### src/hw/rtl/srng_pkg.sv
// Shared constants and item types for the shuffled minimal standard generator.
// No dependencies.
package srng_pkg;

    localparam int VAL_W           = 31;
    localparam int PROD_W          = 46;
    localparam int DEF_TABLE_SIZE  = 32;
    localparam int WARMUP_EXTRA    = 8;

    localparam logic [14:0]      LCG_MULT = 15'd16807;
    localparam logic [VAL_W-1:0] LCG_MOD  = 31'h7FFF_FFFF;

    localparam logic CMD_DRAW   = 1'b0;
    localparam logic CMD_RESEED = 1'b1;

    typedef struct packed {
        logic             command;
        logic [VAL_W-1:0] seed;
    } t_req;

    typedef struct packed {
        logic [VAL_W-1:0] value;
    } t_rsp;

endpackage

### src/hw/rtl/srng_lcg.sv
// Park-Miller step: registered 31x15 multiply, then Mersenne fold mod 2^31-1.
// Depends on srng_pkg.
module srng_lcg
    import srng_pkg::*;
(
    input  logic             i_clk,
    input  logic             i_en,
    input  logic [VAL_W-1:0] i_g,
    output logic [VAL_W-1:0] o_next
);

    logic [PROD_W-1:0] r_prod;
    logic [VAL_W:0]    w_sum;

    always_ff @(posedge i_clk) begin
        if (i_en) begin
            r_prod <= PROD_W'(i_g) * PROD_W'(LCG_MULT);
        end
    end

    // 2^31 == 1 mod (2^31-1): add high part to low part, one correction
    always_comb begin
        w_sum = {1'b0, r_prod[VAL_W-1:0]} + (VAL_W+1)'(r_prod[PROD_W-1:VAL_W]);
        if (w_sum >= {1'b0, LCG_MOD}) begin
            o_next = VAL_W'(w_sum - {1'b0, LCG_MOD});
        end else begin
            o_next = w_sum[VAL_W-1:0];
        end
    end

endmodule

### config.mk
export PLATFORM = sky130hd
export DESIGN_NAME = srng_lcg
export DESIGN_NICKNAME = d
export VERILOG_FILES = /design/src/hw/rtl/srng_pkg.sv /design/src/hw/rtl/srng_lcg.sv
export SDC_FILE = /design/constraint.sdc
export NUM_CORES = 1
export LEC_CHECK = 0
export BUFFER_PORTS_ARGS = -buffer_cell sky130_fd_sc_hd__buf_2
export CAP_MARGIN = 20
export CORE_MARGIN = 2
export CORE_UTILIZATION = 60
export DETAILED_ROUTE_END_ITERATION = 16
export PLACE_DENSITY_LB_ADDON = 0.25
export SYNTH_ARGS = -nofsm -noshare
export SYNTH_HDL_FRONTEND = slang
export SYNTH_SLANG_ARGS = --single-unit
### constraint.sdc
create_clock -name i_clk -period 13.9 [get_ports i_clk]
set_input_delay 0.695 -clock i_clk [delete_from_list [all_inputs] [get_ports i_clk]]
set_output_delay 0.695 -clock i_clk [all_outputs]
set_load 0.02 [all_outputs]
* Word-level counts from Yosys, hierarchy flattened
Index checks and enable logic that the tools add are counted.
** Storage, ports and cells
- Register bits after elaboration :: 46
- Output and inout port bits :: 31
** Operators by class
- Add/sub/neg operators :: 2
- Multipliers :: 1
- Order comparisons :: 1
- Mux-type cells :: 1
** Operators with widths (count)
- $mul A31 B15 Y46 const B :: 1
- $add A31 B15 Y32 :: 1
- $ge A32 B31 Y1 const B :: 1
- $mux W31 :: 1
- $sub A31 B31 Y31 const B :: 1

* Longest topological paths before layout
Gate-level depths: netlist of the first run.
- Depth in word-level cells :: 3
- Gate-level depth with buffers :: 23
- Depth with buffers taken out :: 23

* Least setup slack after synthesis of the first run
No wires, ideal clock.
- Path type :: input -> register
- From :: in i_g[20]
- To :: reg r_prod[41] (data pin)
- Arrival :: 6158 ps
- Required time :: 13640 ps
- Slack :: 7482 ps
- Stages :: 23
- Cells stage by stage :: inv_1 > fa_1 > inv_1 > ha_1 > inv_1 > fa_1 > inv_1 > fa_1 > fa_1 > inv_1 > fa_1 > inv_1 > ha_1 > or2_2 > a31oi_1 > inv_1 > a32o_1 > o311a_1 > o21a_1 > o41a_1 > a21o_1 > a21oi_1 > xnor2_1
** Between the ends
- Longest elaborated chain between the ends :: 1
** Ends and longest elaborated chain
- start: declaration :: RTL line srng_lcg.sv:8 : input logic [VAL_W-1:0] i_g,
- $mul A31 B15 Y46 :: RTL line srng_lcg.sv:17 : r_prod <= PROD_W'(i_g) * PROD_W'(LCG_MULT);
- end signal: assignment :: RTL line srng_lcg.sv:17
- end: declaration :: RTL line srng_lcg.sv:12 : logic [PROD_W-1:0] r_prod;
Every way passes these cells.
A chain may end at the register's enable or synchronous reset.

* Worst setup path in the final report of the first run
- From :: in i_g[20]
- To :: reg r_prod[39] (data pin)
The elaborated chain is that of the path after synthesis.

==> report_table.html, run 1 <==
<table>
<tr><th>Metric</th><th>Value</th></tr>
<tr><th colspan="2">Run status</th></tr>
<tr><td>Result of the run</td><td>completed</td></tr>
<tr><th colspan="2">Global route</th></tr>
<tr><td>Pin count of the biggest net entering global routing</td><td>between 40 and 50</td></tr>
<tr><td>Wire length of the first global-routing pass</td><td>about 40 mm</td></tr>
<tr><td>Antenna violations before repair</td><td>1</td></tr>
<tr><td>Global-route total usage across every layer</td><td>25.2%</td></tr>
<tr><td>Aggregate global routing overflow</td><td>0</td></tr>
<tr><td>Via count of the first global-routing pass</td><td>~8200</td></tr>
<tr><th colspan="2">Synth</th></tr>
<tr><td>Post-synth EDFFs</td><td>between 40 and 50</td></tr>
<tr><td>Sequential cell area fraction in the yosys report</td><td>12.5%</td></tr>
<tr><td>Mean post-synth cell area</td><td>9.19 sq um</td></tr>
<tr><td>Top-area cell type share of the netlist area</td><td>between 20% and 30%</td></tr>
<tr><td>Share of flip-flops with an asynchronous set or reset</td><td>0%</td></tr>
<tr><td>Count of different cell masters after synthesis</td><td>84</td></tr>
<tr><td>Synth Cell Area</td><td>0.0111 sq mm</td></tr>
<tr><td>Yosys reg bits</td><td>46</td></tr>
<tr><td>Post-synth top flop</td><td>sky130_fd_sc_hd__edfxtp_1</td></tr>
<tr><td>Top post-synthesis cells by area</td><td>sky130_fd_sc_hd__fa_1 (24%), sky130_fd_sc_hd__ha_1 (23%), sky130_fd_sc_hd__edfxtp_1 (13%), sky130_fd_sc_hd__inv_1 (11%), sky130_fd_sc_hd__xnor2_1 (3.6%)</td></tr>
<tr><td>Synthesis Warnings</td><td>0</td></tr>
<tr><td>Cell type contributing the most total cell area after synthesis</td><td>sky130_fd_sc_hd__fa_1</td></tr>
<tr><td>Number of instances in the synthesized netlist</td><td>about 1200</td></tr>
<tr><td>Post-Synthesis Net Count</td><td>between 1500 and 2000</td></tr>
<tr><th colspan="2">STA</th></tr>
<tr><td>Final worst setup slack</td><td>between 7 and 8 ns</td></tr>
<tr><td>Number of pins exceeding their max-slew limit in the final report</td><td>0</td></tr>
<tr><td>Maximum clock frequency</td><td>approximately 150 MHz</td></tr>
<tr><td>Final Hold Violating Endpoints</td><td>0</td></tr>
<tr><td>Clock period minus final worst setup slack</td><td>~6.7 ns</td></tr>
<tr><td>RSZ-0062 raised after global routing</td><td>no</td></tr>
<tr><td>Count of final setup violators</td><td>0</td></tr>
<tr><td>Share of the cycle needed by the critical path after routing</td><td>roughly half</td></tr>
<tr><td>Slew Limit Headroom</td><td>approximately 34%</td></tr>
<tr><td>Transition time at the pin with the least slew margin</td><td>0.987 ns</td></tr>
<tr><td>Setup Total Neg Slack</td><td>0 ns</td></tr>
<tr><th colspan="2">Drt</th></tr>
<tr><td>Ratio of routed vias to standard cells</td><td>between 5 and 6</td></tr>
<tr><td>Number of remaining DRC errors</td><td>0</td></tr>
<tr><td>DRT Wirelength</td><td>around 24 mm</td></tr>
<tr><td>First DRT Iteration DRCs</td><td>369</td></tr>
<tr><td>Routed length per placed instance</td><td>about 16 um</td></tr>
<tr><td>Antenna violation net count after detailed routing</td><td>0</td></tr>
<tr><td>DR vias</td><td>around 8300</td></tr>
<tr><td>Pre-antenna DRT Iters</td><td>5</td></tr>
<tr><th colspan="2">Placement</th></tr>
<tr><td>Placed instance count</td><td>about 1500</td></tr>
<tr><td>Detailed-placement wirelength estimate</td><td>between 20 and 25 mm</td></tr>
<tr><td>Routability congestion estimate from global placement</td><td>0.899</td></tr>
<tr><td>Pre-CTS setup slack</td><td>6.92 ns</td></tr>
<tr><td>Number of buffer cells added on primary ports</td><td>63</td></tr>
<tr><th colspan="2">Setup path</th></tr>
<tr><td>CP Launch Point</td><td>i_g[20]</td></tr>
<tr><td>Critical path peak fanout</td><td>5</td></tr>
<tr><td>Data arrival time at the worst-slack endpoint</td><td>just under 7 ns</td></tr>
<tr><td>Nature of the critical path endpoint</td><td>register</td></tr>
<tr><td>Required time of the critical path</td><td>roughly 14 ns</td></tr>
<tr><td>Crit Path Class</td><td>input pin to register</td></tr>
<tr><td>Kind of start point of the critical path</td><td>input pin</td></tr>
<tr><th colspan="2">Final layout</th></tr>
<tr><td>Multi-input gate area</td><td>0.00842 sq mm</td></tr>
<tr><td>Fillcell total</td><td>approximately 1500</td></tr>
<tr><td>Diodes inserted</td><td>0</td></tr>
<tr><td>Registers with the most flip-flops</td><td>r_prod (46)</td></tr>
<tr><td>Flip-flop count of the largest register, all copies and words added</td><td>46</td></tr>
<tr><td>Layout cells sized above 1</td><td>between 7 and 8%</td></tr>
<tr><td>Most frequent standard cell in the layout excluding fill and tap cells</td><td>sky130_fd_sc_hd__inv_1</td></tr>
<tr><td>Area grow syn2layout</td><td>6.11%</td></tr>
<tr><td>Combined flip-flop and latch cell area</td><td>around 0.0014 sq mm</td></tr>
<tr><td>Non-filler cells, final</td><td>~1500</td></tr>
<tr><td>Most frequent cells in the layout</td><td>sky130_fd_sc_hd__inv_1 (317), sky130_fd_sc_hd__ha_1 (203), sky130_fd_sc_hd__fa_1 (134), sky130_fd_sc_hd__buf_2 (63), sky130_fd_sc_hd__nor2_1 (57)</td></tr>
<tr><td>Register ranked first by flip-flop count</td><td>r_prod</td></tr>
<tr><td>Number of nets in the finished design</td><td>~1600</td></tr>
<tr><th colspan="2">CTS</th></tr>
<tr><td>Total setup buffers inserted after CTS</td><td>0</td></tr>
<tr><td>Count of cells resized by post-cts repair</td><td>0</td></tr>
<tr><td>Clock sink total</td><td>46</td></tr>
<tr><td>CTS clk-pin slew, worst paths</td><td>approximately 0.060 ns</td></tr>
<tr><td>CTS Root Buffer Type</td><td>sky130_fd_sc_hd__clkbuf_16</td></tr>
<tr><td>CTS tree</td><td>done</td></tr>
<tr><td>Hold buffer count at cts</td><td>0</td></tr>
<tr><td>Clock buffers created by TritonCTS</td><td>5</td></tr>
<tr><td>Buffers from clock root to sink, at most</td><td>2</td></tr>
<tr><td>H-tree depth reported by CTS</td><td>2</td></tr>
<tr><th colspan="2">Die</th></tr>
<tr><td>Std-Cell Core Area</td><td>roughly 0.018 sq mm</td></tr>
<tr><td>Initial core utilization</td><td>61.3%</td></tr>
<tr><td>Number of top-level design ports</td><td>64</td></tr>
<tr><td>Standard-cell row count</td><td>between 40 and 50</td></tr>
<tr><td>Die Span Y</td><td>140 um</td></tr>
<tr><td>Area of the die</td><td>just under 0.02 sq mm</td></tr>
<tr><td>Horizontal die dimension</td><td>around 140 um</td></tr>
<tr><th colspan="2">Min path</th></tr>
<tr><td>Hold path startpoint</td><td>i_g[0]</td></tr>
<tr><td>Path category of the worst min-delay check</td><td>input pin to register</td></tr>
<tr><td>Hold depth</td><td>1</td></tr>
<tr><td>Hold-critical path endpoint</td><td>r_prod[0]</td></tr>
<tr><th colspan="2">Flow run</th></tr>
<tr><td>Max-cap violations</td><td>0</td></tr>
</table>
## Yosys cell counts (3+ instances only)
| cell type | n |
|---|---|
| sky130_fd_sc_hd__a211oi_1 | 7 |
| sky130_fd_sc_hd__a21oi_1 | 53 |
| sky130_fd_sc_hd__o22ai_1 | 3 |
| sky130_fd_sc_hd__o21bai_1 | 12 |
| sky130_fd_sc_hd__nand3_1 | 22 |
| sky130_fd_sc_hd__a211o_1 | 4 |
| sky130_fd_sc_hd__nor2_1 | 57 |
| sky130_fd_sc_hd__nor3b_1 | 4 |
| sky130_fd_sc_hd__and4_1 | 7 |
| sky130_fd_sc_hd__and3_1 | 7 |
| sky130_fd_sc_hd__o21ai_0 | 38 |
| sky130_fd_sc_hd__xor2_1 | 17 |
| sky130_fd_sc_hd__nor2b_1 | 8 |
| sky130_fd_sc_hd__inv_1 | 317 |
| sky130_fd_sc_hd__nand2b_1 | 6 |
| sky130_fd_sc_hd__edfxtp_1 | 46 |
| sky130_fd_sc_hd__o21a_1 | 8 |
| sky130_fd_sc_hd__or2_2 | 5 |
| sky130_fd_sc_hd__nand2_1 | 41 |
| sky130_fd_sc_hd__a21o_1 | 27 |
| sky130_fd_sc_hd__a31oi_1 | 5 |
| sky130_fd_sc_hd__o31a_1 | 5 |
| sky130_fd_sc_hd__o31ai_1 | 5 |
| sky130_fd_sc_hd__or3_1 | 5 |
| sky130_fd_sc_hd__xnor2_1 | 46 |
| sky130_fd_sc_hd__and2_1 | 5 |
| sky130_fd_sc_hd__ha_1 | 203 |
| sky130_fd_sc_hd__nor3_1 | 10 |
| sky130_fd_sc_hd__a311oi_1 | 4 |
| sky130_fd_sc_hd__clkbuf_1 | 8 |
| sky130_fd_sc_hd__nand4b_1 | 3 |
| sky130_fd_sc_hd__o211ai_1 | 5 |
| sky130_fd_sc_hd__nand4_1 | 16 |
| sky130_fd_sc_hd__fa_1 | 134 |
## worst max path at each step
stage            endpoint  slack [ns]
6_report       r_prod[39]        7.16
5_1_grt        r_prod[39]        6.92
4_1_cts        r_prod[41]        7.21
3_5_place_dp   r_prod[41]        6.92
3_3_place_gp   r_prod[41]        6.98
2_1_floorplan  r_prod[41]        7.48
## routing by layer
layer	GRT usage (%)	vias to the layer above	wire, um
li1	-	4109	-
met1	37.2	3969	11500
met2	40.9	171	10900
met3	2.17	31	893
met4	5.53	0	450
met5	0	-	0
## worst max-delay path: stages
cell and delay [ns]:
sky130_fd_sc_hd__buf_2 0.17, sky130_fd_sc_hd__inv_1 0.13, sky130_fd_sc_hd__fa_1 0.56, sky130_fd_sc_hd__inv_1 0.05
sky130_fd_sc_hd__ha_1 0.26, sky130_fd_sc_hd__inv_1 0.05, sky130_fd_sc_hd__fa_1 0.51, sky130_fd_sc_hd__inv_1 0.06
sky130_fd_sc_hd__fa_1 0.47, sky130_fd_sc_hd__fa_1 0.54, sky130_fd_sc_hd__inv_1 0.05, sky130_fd_sc_hd__fa_1 0.53
sky130_fd_sc_hd__inv_1 0.04, sky130_fd_sc_hd__ha_1 0.36, sky130_fd_sc_hd__or2_2 0.31, sky130_fd_sc_hd__a31oi_1 0.17
sky130_fd_sc_hd__inv_1 0.08, sky130_fd_sc_hd__a32o_1 0.30, sky130_fd_sc_hd__o311a_1 0.41, sky130_fd_sc_hd__o21a_1 0.22
sky130_fd_sc_hd__o41a_1 0.35, sky130_fd_sc_hd__xor2_1 0.43
## stage by stage
step / area [sq um] / hold slack [ns] / util, %
6_report: 11700 / 0.759 / 65.1
5_1_grt: 11700 / 0.766 / 65.1
4_1_cts: 11700 / 0.763 / 65.1
3_5_place_dp: 11600 / 1.05 / 64.3
3_3_place_gp: 11600 / 1.06 / 64.3
2_1_floorplan: 11100 / 0.794 / -
## final cells by class
type	count	area share (%)
tap	229	2.44
inverter	317	10.1
sequential	46	11.8
multi-input combinational	827	71.8
timing repair buffer	63	2.69
clock buffer	6	1.10
clock inverter	2	0.0747
## logic make-up (layout without fill, tap and decap cells)
group,count (synthesis),count (layout),synth area share [%]
XOR/XNOR,64,64,5.14
AND/OR/NAND/NOR,214,214,10.3
multiplexers,3,3,0.294
AO/OA/AOI/OAI,209,209,13.2
adder cells (fa/ha/maj),337,337,47.3
buffers and inverters,330,388,11.3
flip-flops,46,46,12.5
Power of run 1 is not shown: default switching activity piles up to over one toggle a cycle in this logic, so the estimate is an artifact.
==> run 2: changes to the inputs <==
- CORE_UTILIZATION: 60 -> 58
- clock period: 13.9 -> 5.86 ns (I/O delays scaled with it)
==> report_table.html, run 2 (same netlist as run 1, synthesis figures left out) <==
<table>
<tr><th>Metric</th><th>Value</th></tr>
<tr><th colspan="2">Run status</th></tr>
<tr><td>Result of the run</td><td>completed (unchanged)</td></tr>
<tr><th colspan="2">Global route</th></tr>
<tr><td>Via count of the first global-routing pass</td><td>8767 (was 8180)</td></tr>
<tr><td>Wire length of the first global-routing pass</td><td>42.6 mm (was 40.2 mm)</td></tr>
<tr><td>Aggregate global routing overflow</td><td>0 (unchanged)</td></tr>
<tr><td>Pin count of the biggest net entering global routing</td><td>47 (unchanged)</td></tr>
<tr><td>Antenna violations before repair</td><td>0 (was 1)</td></tr>
<tr><td>Global-route total usage across every layer</td><td>26.5% (was 25.2%)</td></tr>
<tr><th colspan="2">Final layout</th></tr>
<tr><td>Register ranked first by flip-flop count</td><td>r_prod (unchanged)</td></tr>
<tr><td>Most frequent cells in the layout</td><td>sky130_fd_sc_hd__inv_1 (279), sky130_fd_sc_hd__ha_1 (183), sky130_fd_sc_hd__fa_1 (128), sky130_fd_sc_hd__buf_4 (123), sky130_fd_sc_hd__nor2_1 (57) (was sky130_fd_sc_hd__inv_1 (317), sky130_fd_sc_hd__ha_1 (203), sky130_fd_sc_hd__fa_1 (134), sky130_fd_sc_hd__buf_2 (63), sky130_fd_sc_hd__nor2_1 (57))</td></tr>
<tr><td>Area grow syn2layout</td><td>18.1% (was 6.11%)</td></tr>
<tr><td>Most frequent standard cell in the layout excluding fill and tap cells</td><td>sky130_fd_sc_hd__inv_1 (unchanged)</td></tr>
<tr><td>Flip-flop count of the largest register, all copies and words added</td><td>46 (unchanged)</td></tr>
<tr><td>Diodes inserted</td><td>0 (unchanged)</td></tr>
<tr><td>Registers with the most flip-flops</td><td>r_prod (46) (unchanged)</td></tr>
<tr><td>Non-filler cells, final</td><td>1613 (was 1490)</td></tr>
<tr><td>Layout cells sized above 1</td><td>21.4% (was 7.38%)</td></tr>
<tr><td>Fillcell total</td><td>1416 (was 1511)</td></tr>
<tr><td>Number of nets in the finished design</td><td>1748 (was 1630)</td></tr>
<tr><td>Post-route core utilization</td><td>69.7% (was 65.1%)</td></tr>
<tr><td>Post-route cell area</td><td>0.0130 sq mm (was 0.0117 sq mm)</td></tr>
<tr><th colspan="2">STA</th></tr>
<tr><td>Count of final setup violators</td><td>0 (unchanged)</td></tr>
<tr><td>Final Hold Violating Endpoints</td><td>0 (unchanged)</td></tr>
<tr><td>Share of the cycle needed by the critical path after routing</td><td>a little over nine tenths</td></tr>
<tr><td>Transition time at the pin with the least slew margin</td><td>0.979 ns (was 0.987 ns)</td></tr>
<tr><td>Slew Limit Headroom</td><td>34.8% (was 34.2%)</td></tr>
<tr><td>Clock period minus final worst setup slack</td><td>5.72 ns</td></tr>
<tr><td>Number of pins exceeding their max-slew limit in the final report</td><td>0 (unchanged)</td></tr>
<tr><td>Final-layout worst hold slack</td><td>0.384 ns (was 0.759 ns)</td></tr>
<tr><td>Maximum clock frequency</td><td>about 170 MHz</td></tr>
<tr><th colspan="2">Min path</th></tr>
<tr><td>Path category of the worst min-delay check</td><td>input pin to register (unchanged)</td></tr>
<tr><th colspan="2">Die</th></tr>
<tr><td>Horizontal die dimension</td><td>142 um (was 140 um)</td></tr>
<tr><td>Die Span Y</td><td>142 um (was 140 um)</td></tr>
<tr><td>Area of the die</td><td>0.0202 sq mm (was 0.0195 sq mm)</td></tr>
<tr><td>Std-Cell Core Area</td><td>0.0187 sq mm (was 0.0180 sq mm)</td></tr>
<tr><td>Number of top-level design ports</td><td>64 (unchanged)</td></tr>
<tr><td>Initial core utilization</td><td>59.1% (was 61.3%)</td></tr>
<tr><td>Standard-cell row count</td><td>50 (was 49)</td></tr>
<tr><th colspan="2">Drt</th></tr>
<tr><td>Pre-antenna DRT Iters</td><td>5 (unchanged)</td></tr>
<tr><td>Antenna violation net count after detailed routing</td><td>0 (unchanged)</td></tr>
<tr><td>First DRT Iteration DRCs</td><td>484 (was 369)</td></tr>
<tr><td>Ratio of routed vias to standard cells</td><td>5.45 (was 5.56)</td></tr>
<tr><td>DR vias</td><td>8787 (was 8280)</td></tr>
<tr><td>DRT Wirelength</td><td>25.8 mm (was 23.8 mm)</td></tr>
<tr><td>Routed length per placed instance</td><td>16.0 um (about the same)</td></tr>
<tr><td>Number of remaining DRC errors</td><td>0 (unchanged)</td></tr>
<tr><th colspan="2">Setup path</th></tr>
<tr><td>Crit Path Class</td><td>input pin to register (unchanged)</td></tr>
<tr><td>Critical path peak fanout</td><td>3 (was 5)</td></tr>
<tr><td>Required time of the critical path</td><td>5.89 ns (was 13.92 ns)</td></tr>
<tr><td>Largest delay share family, worst path</td><td>adder cells (unchanged)</td></tr>
<tr><td>Cell with the largest stage delay on the worst path</td><td>sky130_fd_sc_hd__fa_1 (unchanged)</td></tr>
<tr><td>Number of buffers and inverters on the critical path</td><td>7 (was 8)</td></tr>
<tr><td>Kind of start point of the critical path</td><td>input pin (unchanged)</td></tr>
<tr><td>Cell chain of the critical path</td><td>buf_4 -&gt; inv_4 -&gt; fa_1 -&gt; inv_1 -&gt; ha_1 -&gt; inv_1 -&gt; fa_1 -&gt; inv_2 -&gt; fa_2 -&gt; fa_1 -&gt; inv_1 -&gt; fa_2 -&gt; inv_1 -&gt; ha_4 -&gt; nand2_1 -&gt; or3b_4 -&gt; nand4b_1 -&gt; a32o_2 -&gt; o311a_1 -&gt; o21a_1 -&gt; o41a_1 -&gt; a21o_1 -&gt; a21oi_2 -&gt; xnor2_1 (was buf_2 -&gt; inv_1 -&gt; fa_1 -&gt; inv_1 -&gt; ha_1 -&gt; inv_1 -&gt; fa_1 -&gt; inv_1 -&gt; fa_1 -&gt; fa_1 -&gt; inv_1 -&gt; fa_1 -&gt; inv_1 -&gt; ha_1 -&gt; or2_2 -&gt; a31oi_1 -&gt; inv_1 -&gt; a32o_1 -&gt; o311a_1 -&gt; o21a_1 -&gt; o41a_1 -&gt; xor2_1)</td></tr>
<tr><td>Max stage delay on crit path</td><td>0.55 ns (was 0.56 ns)</td></tr>
<tr><td>Data arrival time at the worst-slack endpoint</td><td>5.75 ns (was 6.75 ns)</td></tr>
<tr><td>Cell repeated most along the worst path</td><td>sky130_fd_sc_hd__inv_1 (unchanged)</td></tr>
<tr><td>Nature of the critical path endpoint</td><td>register (unchanged)</td></tr>
<tr><th colspan="2">CTS</th></tr>
<tr><td>CTS tree</td><td>done (unchanged)</td></tr>
<tr><td>CTS clk-pin slew, worst paths</td><td>0.06 ns (about the same)</td></tr>
<tr><td>Hold buffer count at cts</td><td>0 (unchanged)</td></tr>
<tr><td>Buffers from clock root to sink, at most</td><td>2 (unchanged)</td></tr>
<tr><td>CTS Root Buffer Type</td><td>sky130_fd_sc_hd__clkbuf_16 (unchanged)</td></tr>
<tr><td>H-tree depth reported by CTS</td><td>2 (unchanged)</td></tr>
<tr><td>Clock buffers created by TritonCTS</td><td>5 (unchanged)</td></tr>
<tr><td>Clock sink total</td><td>46 (unchanged)</td></tr>
<tr><th colspan="2">Placement</th></tr>
<tr><td>Placed instance count</td><td>1600 (was 1482)</td></tr>
<tr><td>Detailed-placement wirelength estimate</td><td>22.8 mm (was 20.9 mm)</td></tr>
<tr><td>Number of buffer cells added on primary ports</td><td>63 (unchanged)</td></tr>
<tr><td>Placed cell area</td><td>0.0125 sq mm (was 0.0116 sq mm)</td></tr>
<tr><td>Routability congestion estimate from global placement</td><td>0.913 (was 0.899)</td></tr>
<tr><th colspan="2">Flow run</th></tr>
<tr><td>Max-cap violations</td><td>0 (unchanged)</td></tr>
</table>
-- run 2: metal layers --
metal	routed length, um	part of all wire [%]	global-route usage (%)	vias up
li1	-	-	-	4333
met1	11900	46	37.8	4219
met2	12500	48	44.6	206
met3	882	3.4	1.41	29
met4	481	1.9	6.11	0
met5	0	0	0	-
-- run 2: path summary, 6_finish.rpt --
kind / start / end / slack, ns / cells past startpoint
setup / recovery: i_g[21] / r_prod[41] / 0.14 / 24
hold / removal: i_g[0] / r_prod[0] / 0.38 / 2
-- run 2: cell type report --
| type | instances | area (sq um) | share of cell area (%) |
|---|---|---|---|
| Tap cell | 234 | 293 | 2.24 |
| Clock inverter | 3 | 20.0 | 0.153 |
| Timing Repair Buffer | 181 | 1240 | 9.49 |
| Multi-Input combinational cell | 827 | 8780 | 67.3 |
| Clock buffer | 5 | 125 | 0.959 |
| Sequential cell | 46 | 1380 | 10.6 |
| Inverter | 317 | 1200 | 9.24 |
-- run 2: timing repair --
| action | 4_1_cts | 5_1_grt |
|---|---|---|
| pin swaps | 11 | 48 |
| endpoints found under the setup margin | 5 | 11 |
| setup buffers | 1 | 4 |
| resized for setup | 14 | 82 |
-- run 2: stage by stage --
step | worst slack, ns | setup TNS, ns
after global placement | -0.333 | -1.69
after global routing | -0.0281 | -0.0281
after floorplan | 0.00264 | 0
final | 0.142 | 0
after detailed placement | -0.387 | -2.93
after CTS | 0.00228 | 0
Power of run 2 is left out for the same reason.
